--- src/design/ufmr_pkg.sv ---
// Package for the union-find engine: sizes, node type, operation codes,
// controller state encoding and the command and status words between modules.
// No dependencies.
`timescale 1ns / 1ps

package ufmr_pkg;

	localparam int NODE_COUNT = 16384;
	localparam int NODE_W     = $clog2(NODE_COUNT);
	localparam int FIELD_W    = 14;

	typedef logic [NODE_W-1:0]  node_t;
	typedef logic [FIELD_W-1:0] field_t;

	localparam logic KIND_UNION = 1'b0;
	localparam logic KIND_FIND  = 1'b1;

	typedef enum logic [4:0] {
		ST_CLEAR = 5'b00001,
		ST_IDLE  = 5'b00010,
		ST_WALK  = 5'b00100,
		ST_COMP  = 5'b01000,
		ST_POST  = 5'b10000
	} state_t;

	typedef struct packed {
		logic clr_step;
		logic load;
		logic walk_step;
		logic comp_start;
		logic comp_step;
		logic second_start;
		logic finish;
	} cmd_t;

	typedef struct packed {
		logic clr_done;
		logic hit;
		logic node_is_root;
		logic is_find;
		logic out_free;
	} status_t;

	// Indices beyond the table saturate to the last node.
	function automatic node_t clamp_node(input field_t v);
		node_t r;
		if (32'(v) >= NODE_COUNT) begin
			r = node_t'(NODE_COUNT - 1);
		end else begin
			r = node_t'(v);
		end
		return r;
	endfunction

endpackage

--- src/design/ufmr_ctrl.sv ---
// Controller for the union-find engine: sequences clearing, root walks,
// path compression, the second walk of a union and result hand-off. Uses ufmr_pkg.
`timescale 1ns / 1ps

module ufmr_ctrl (
	input  logic             clk,
	input  logic             arst_n,
	input  logic             in_valid,
	output logic             in_ready,
	input  ufmr_pkg::status_t st,
	output ufmr_pkg::cmd_t    cmd
);

	ufmr_pkg::state_t state_q, state_d;
	logic second_q, second_d;

	always_comb begin
		state_d  = state_q;
		second_d = second_q;
		cmd      = '0;
		in_ready = 1'b0;
		unique case (state_q)
			ufmr_pkg::ST_CLEAR: begin
				cmd.clr_step = 1'b1;
				if (st.clr_done) begin
					state_d = ufmr_pkg::ST_IDLE;
				end
			end
			ufmr_pkg::ST_IDLE: begin
				in_ready = 1'b1;
				if (in_valid) begin
					cmd.load = 1'b1;
					second_d = 1'b0;
					state_d  = ufmr_pkg::ST_WALK;
				end
			end
			ufmr_pkg::ST_WALK: begin
				if (st.hit) begin
					if (st.node_is_root) begin
						state_d = ufmr_pkg::ST_POST;
					end else begin
						cmd.comp_start = 1'b1;
						state_d        = ufmr_pkg::ST_COMP;
					end
				end else begin
					cmd.walk_step = 1'b1;
				end
			end
			ufmr_pkg::ST_COMP: begin
				cmd.comp_step = 1'b1;
				if (st.hit) begin
					state_d = ufmr_pkg::ST_POST;
				end
			end
			ufmr_pkg::ST_POST: begin
				if (!st.is_find && !second_q) begin
					cmd.second_start = 1'b1;
					second_d         = 1'b1;
					state_d          = ufmr_pkg::ST_WALK;
				end else if (st.out_free) begin
					cmd.finish = 1'b1;
					state_d    = ufmr_pkg::ST_IDLE;
				end
			end
			default: begin
				state_d = ufmr_pkg::ST_CLEAR;
			end
		endcase
	end

	always_ff @(posedge clk or negedge arst_n) begin
		if (!arst_n) begin
			state_q  <= ufmr_pkg::ST_CLEAR;
			second_q <= 1'b0;
		end else begin
			state_q  <= state_d;
			second_q <= second_d;
		end
	end

endmodule

--- config.mk ---
export PLATFORM = sky130hd
export DESIGN_NAME = ufmr_ctrl
export DESIGN_NICKNAME = d
export VERILOG_FILES = /design/src/design/ufmr_pkg.sv /design/src/design/ufmr_ctrl.sv
export SDC_FILE = /design/constraint.sdc
export NUM_CORES = 1
export LEC_CHECK = 0
export BUFFER_PORTS_ARGS = -buffer_cell sky130_fd_sc_hd__buf_2
export CORE_AREA = 2 2 39 41
export DETAILED_ROUTE_END_ITERATION = 8
export DIE_AREA = 0 0 41 43
export SLEW_MARGIN = 10
export SYNTH_ARGS = -nofsm -noshare
export SYNTH_HDL_FRONTEND = slang
export SYNTH_SLANG_ARGS = --single-unit
--- constraint.sdc ---
create_clock -name clk -period 2.31 [get_ports clk]
set_input_delay 0.231 -clock clk [delete_from_list [all_inputs] [get_ports clk]]
set_output_delay 0.231 -clock clk [all_outputs]
set_load 0.05 [all_outputs]
# After elaboration in Yosys (flattened, before gate mapping)
# Index checks and enable logic that the tools add are counted.
# word_totals
regBits	6
ram_bits	0
mem_bits_ro	0
latchBits	0
wordCells	43
memories	0
inputBits	8
out_inout_bits	8
# op_classes
shifts	0
multipliers	0
mux	24
reduce_logical	6
order_cmp	0
bitwise	0
n_addsub	0
div_mod_pow	0
eq_ne	11
# ops
cell	n
2-to-1 mux 5 bit	7
one-hot mux 5 bit (5 select lines)	1
2-to-1 mux 1 bit	13
inequality test 2 bit, second input constant	5
== test 5 x 1 -> 1 bit, second input constant	1
== test 5 x 2 -> 1 bit, second input constant	1
== test 5 x 3 -> 1 bit, second input constant	1
== test 5 x 4 -> 1 bit, second input constant	1
== test 5 bit, second input constant	1
AND reduction 5 bit	1
2-to-1 mux 2 bit	2
inequality test 3 bit, second input constant	1
AND reduction 3 bit	1
logical NOT 1 bit	2
one-hot mux 1 bit (2 select lines)	1
nonzero test 2 bit	1
logical AND 1 bit	1

# Longest topological paths before layout
# Gate-level depths: netlist (run 1).
# logic_depth
ltp_word	4
ltp_mapped	4

# Worst setup path before layout (run 1)
# OpenSTA, ideal clock, no wires.
# synth_timing
kind	register to register
from	register state_q[2]
to	register state_q[2]
arrival_ns	2.856
setup_ns	0.073
t_required_ns	2.237
path_buffers	0
setup_slack_ns	-0.619
stages_incl_launch_ff	4
cell_sequence	dfrtp_1 or3b_4 nor4b_1 or3_1
# synth_via
elab_chain_len	3
elab_cells_between_ends	12
# synth_lines
element	line_no	source
start: declaration	ufmr_ctrl.sv:14	ufmr_pkg::state_t state_q, state_d;
start signal: assignment	ufmr_ctrl.sv:73	state_q <= ufmr_pkg::ST_CLEAR;
start signal: assignment	ufmr_ctrl.sv:76	state_q <= state_d;
== test 5 bit, or another cell as far along	ufmr_ctrl.sv:22	unique case (state_q)
inequality test 3 bit (no source line) / inequality test 2 bit (equally long branches)	n/a	
AND reduction 5 bit (no source line)	n/a	
# Several ways; a longest one is shown, not always the timed one.
# A chain may end at the register's enable or synchronous reset.

==> results of run 1 <==
==> registers in the layout, indices dropped and copies added (netlist names) <==
name and flops:
state_q 5, second_q 1
==> what timing repair did <==
item	CTS	global route
endpoints found under the setup margin	0	0
hold buffers	1	0
endpoints found under the hold margin	5	0
==> layer usage <==
metal / track usage, % / vias up / share of wire [%]
met5: 0 / - / 0
met4: 10.0 / 0 / 0
met3: 1.57 / 0 / 6.0
met2: 18.4 / 9 / 49
met1: 13.9 / 199 / 45
li1: - / 199 / -
==> through the flow <==
step	instances	hold WS (ps)	cell area (µm²)	setup slack, ps
floorplan	43	-64.6	413	179
global placement	74	58.2	508	605
detailed placement	74	60.6	508	524
CTS	79	282	544	244
global route	79	293	544	181
finish	79	288	544	260
==> Yosys cell counts, types with 2 or more instances <==
cell type  number
nand2_1         2
inv_1           3
nand3b_1        2
nor2_1          3
dfrtp_1         5
a21oi_1         2
nor2b_1         4
nor3_1          2
nor4b_1         2
o21ai_0         3
==> worst max-delay path: stages, from the launching register on <==
cell and delay [ps]:
dfrtp_1 440, or3b_4 450, nor4b_2 350, buf_2 340
==> logic make-up after synthesis <==
logic type / after synthesis / share of synthesized area (%)
simple gates: 24 / 43.0
xor+xnor: 1 / 2.18
buf+inv: 3 / 2.80
compound gates: 9 / 14.3
flops: 6 / 37.7
==> layout make-up <==
type,instances,area (µm²),share of cell area [%]
timing repair buffer,16,85.1,15.6
inverter,3,11.3,2.07
tap,16,20.0,3.68
clock buffer,4,26.3,4.83
multi-input combinational,34,250,46.0
sequential,6,151,27.8
==> worst paths after layout <==
check                                       startpoint                endpoint  slack, ps  cells past startpoint
worst max-delay path            state_q[2]$_DFFE_PN0P_                  cmd[1]        260                      3
min in group asynchronous                       arst_n  state_q[3]$_DFFE_PN0P_        330                      2
worst max register to register  state_q[2]$_DFFE_PN0P_  state_q[1]$_DFFE_PN0P_        570                      3
worst min-delay path                          in_valid  state_q[1]$_DFFE_PN0P_        290                      3
max in group asynchronous                       arst_n  state_q[0]$_DFFE_PN1P_       1740                      2
worst min register to register    second_q$_DFFE_PN0P_    second_q$_DFFE_PN0P_        530                      1
==> power breakdown <==
part           internal (µW)  switching (µW)  total [µW]
Sequential               139            43.9         183
Clock                   65.4            37.5         103
Combinational           89.5             147         236
==> impl_metrics.tcl, run 1 <==
set metrics [dict create \
    outcome "finished, final reports clean" \
    numCtsBuffers 3 \
    clkLatencyLatePin_ps 240 \
    total_power_uw 522 \
    synth_edf_count 0 \
    htreeDepth 1 \
    firstDrtPassIters 3 \
    synth.yosys.warnings 0 \
    gr-total-overflow 0 \
    path_clk_slew_ps 50 \
    ys_ff_latch 6 \
    dr.first_iter.drc_count 7 \
    die-area_mm2 0.00176 \
    antenna_found_initial 0 \
    nFillCells 143 \
    crit_fanout 7 \
    rows 14 \
    cts_setup_buffers 0 \
    yosys.area.top_type "dfrtp_1" \
    grt_usage_pct 12.0 \
    power_density_mw_per_mm2 960 \
    diodes 0 \
    dieWidth_um 41 \
    start_util_pct 29.0 \
    crit_path_end_kind "output pin" \
    yosysSeqAreaShare_pct 37.7 \
    clock-sinks 6 \
    crit_type "flip-flop to output pin" \
    startpoint_type "flip-flop" \
    tns_ps 0 \
    post-route-util_pct 39.3 \
    ctsResizeCount 0 \
    netlist_instances 43 \
    first_global_vias 342 \
    port_buffers 15 \
    maxCapViolCount 0 \
    synth_area_leaders "dfrtp_1 31%, dfstp_2 6.5%, nor2b_1 6.2%" \
    die_h_um 43 \
    wl_per_cell_um 12.0 \
    layout.cells.most_common "buf_2" \
    hpwl_um 771 \
    finalHoldViolations 0 \
    worst_slew_pin_slew_ps 370 \
    drtAntennaViolNets 0 \
    slew_viol_final 0 \
    clk_root_buffer_cell "clkbuf_4" \
    timing.slew.headroom_pct 75.0 \
    ir_worst_vdd_mv 0.385 \
    fp.coreArea_mm2 0.00138 \
    vias 407 \
    grt_max_degree 10 \
    layout_common_cells "15 x buf_2, 5 x dfrtp_1, 4 x nor2b_1" \
    wl_um 948 \
    synth.top_cell.area_share_pct 31.2 \
    layout_min_cycle_time_ps 2050 \
    synth_area_um2 402 \
    leakagePower_uw 0.000273 \
    holdCritPathClass "input port to flip-flop" \
    fin_crit_sh_pct 88.8 \
    grt_pass1_wl_mm 1.37 \
    required_ps 2080 \
    synth.distinct_cells 25 \
    synthArstFlopShare_pct 100 \
    synthToLayoutAreaGrowth_pct 35.5 \
    syn-num-nets 51 \
    cts_buffer_depth 2 \
    synth_flop_cell "dfrtp_1" \
    cp_data_arrival_time_ps 1820 \
    gp_congestion 0.697 \
    avgSynthCellArea_um2 9.34 \
    setup_viol 0 \
    rsz0062_at_grt "no" \
    drive_above_1_share_pct 41.3 \
    io_pins 16 \
    max_freq_ghz 0.488 \
    post_drt_via_cell_ratio 5.15 \
    nNetsFinal 72 \
    cts_tree "yes" \
    post-route-drc-count 0 \
    final.setup_skew_ps 9.04 \
]
Power figures use the tool's default switching activity.
==> inputs of run 2 (changes only) <==
clock period = 2.2 ns   (was 2.31 ns; I/O delays follow)
==> impl_metrics.tcl, run 2 (same netlist as run 1, synthesis figures left out) <==
set metrics [dict create \
    outcome "finished, final reports clean" \
    tns_ps 0 \
    layout_common_cells "15 x buf_2, 5 x dfrtp_1, 4 x nor2b_1" \
    rows 14 \
    worst_slew_pin_slew_ps 366 \
    cts_buffer_depth 2 \
    ir_worst_vdd_mv 0.452 \
    max_freq_ghz 0.494 \
    fp.coreArea_mm2 0.00138 \
    crit_start "state_q[2]$_DFFE_PN0P_" \
    clk_root_buffer_cell "clkbuf_4" \
    die_h_um 43 \
    layout.cells.most_common "buf_2" \
    top_register "state_q" \
    crit_path_end_kind "output pin" \
    ctsHoldBuffers 1 \
    crit_type "flip-flop to output pin" \
    finalHoldViolations 0 \
    cp_data_arrival_time_ps 1800 \
    drt-met1-wl_um 454 \
    firstDrtPassIters 4 \
    reg2reg_slack_ps 460 \
    startpoint_type "flip-flop" \
    grt_usage_pct 13.7 \
    worst_r2r_startpoint "state_q[2]$_DFFE_PN0P_" \
    nNetsFinal 72 \
    largest_reg_flops 5 \
    io_pins 16 \
    wl_um 952 \
    clkLatencyLatePin_ps 240 \
    gr-total-overflow 0 \
    die-area_mm2 0.00176 \
    cts_tree "yes" \
    clock-sinks 6 \
    hpwl_um 783 \
    fin_crit_sh_pct 92.0 \
    dr.first_iter.drc_count 2 \
    layout_min_cycle_time_ps 2020 \
    path_clk_slew_ps 50 \
    path_buf_inv 1 \
    final.setup_skew_ps 5.43 \
    gp_congestion 0.683 \
    grt_pass1_wl_mm 1.58 \
    critPathSlowestCell "or3b_4" \
    largestRegisters "state_q (5), second_q (1)" \
    htreeDepth 1 \
    cts_setup_buffers 0 \
    maxCapViolCount 0 \
    post-route-drc-count 0 \
    rsz0062_at_grt "no" \
    antenna_found_initial 0 \
    hp-start "in_valid" \
    synthToLayoutAreaGrowth_pct 35.5 \
    holdCritPathClass "input port to flip-flop" \
    leakagePower_uw 0.000273 \
    max_stage_delay_ps 450 \
    timing.slew.headroom_pct 75.2 \
    diodes 0 \
    vias 397 \
    wl_met3_um 50 \
    drtAntennaViolNets 0 \
    path_delay_family "simple AND/OR/NAND/NOR gates" \
    path_cells "or3b_4 > nor4b_2 > buf_2" \
    required_ps 1980 \
    ctsResizeCount 0 \
    post_drt_via_cell_ratio 5.03 \
    slew_viol_final 0 \
    start_util_pct 29.0 \
    post-route-util_pct 39.3 \
    drive_above_1_share_pct 41.3 \
    numCtsBuffers 3 \
    crit_fanout 7 \
    power_density_mw_per_mm2 1010 \
    nFillCells 154 \
    dieWidth_um 41 \
    highest_layer "met4" \
    port_buffers 15 \
    setup_viol 0 \
    grt_max_degree 10 \
    wl_per_cell_um 12.1 \
    first_global_vias 396 \
    wl_met2_um 435 \
]
-- run 2: cell counts in the layout (fill, tap and decap cells not counted) --
No cell type changed its count.
-- run 2: path summary, 6_finish.rpt --
check | end | cells after the start
setup / recovery | cmd[1] | 3
hold / removal | state_q[1]$_DFFE_PN0P_ | 3
setup reg to reg | state_q[1]$_DFFE_PN0P_ | 3
hold reg to reg | second_q$_DFFE_PN0P_ | 1
max in group asynchronous | state_q[0]$_DFFE_PN1P_ | 2
min in group asynchronous | state_q[3]$_DFFE_PN0P_ | 2
-- run 2: per-stage QoR --
stage	cell area, µm²	hold WS (ps)	power (µW)	std cells	setup slack, ps
2_1_floorplan	413	-75.6	377	43	69.3
3_3_place_gp	508	47.4	445	74	506
3_5_place_dp	508	44.9	444	74	441
4_1_cts	544	278	556	79	171
5_1_grt	544	307	588	79	104
6_report	544	279	547	79	176
-- run 2: where the power goes --
group          leakage, µW  total [µW]  internal, µW  switching (µW)
Combinational     0.000179         249          94.0             155
Sequential       0.0000787         193           146            46.8
Clock            0.0000150         106          68.5            37.3
-- run 2: final cells by class --
| class | instances | area (µm²) | share of cell area [%] |
|---|---|---|---|
| Clock buffer | 4 | 26.3 | 4.83 |
| Inverter | 3 | 11.3 | 2.07 |
| Multi-Input combinational cell | 34 | 250 | 46.0 |
| Sequential cell | 6 | 151 | 27.8 |
| Tap cell | 16 | 20.0 | 3.68 |
| Timing Repair Buffer | 16 | 85.1 | 15.6 |
-- run 2: layer usage --
| metal | global-route usage [%] | vias to the layer above |
|---|---|---|
| met4 | 12.0 | 0 |
| met2 | 18.8 | 11 |
| met5 | 0 | - |
| met3 | 1.57 | 2 |
| met1 | 18.0 | 186 |
| li1 | - | 198 |
-- run 2: tightest hold or removal path: cells and delay by family --
family / cells / cell delay [ps]
buf+inv: 2 / 140
compound gates: 1 / 110
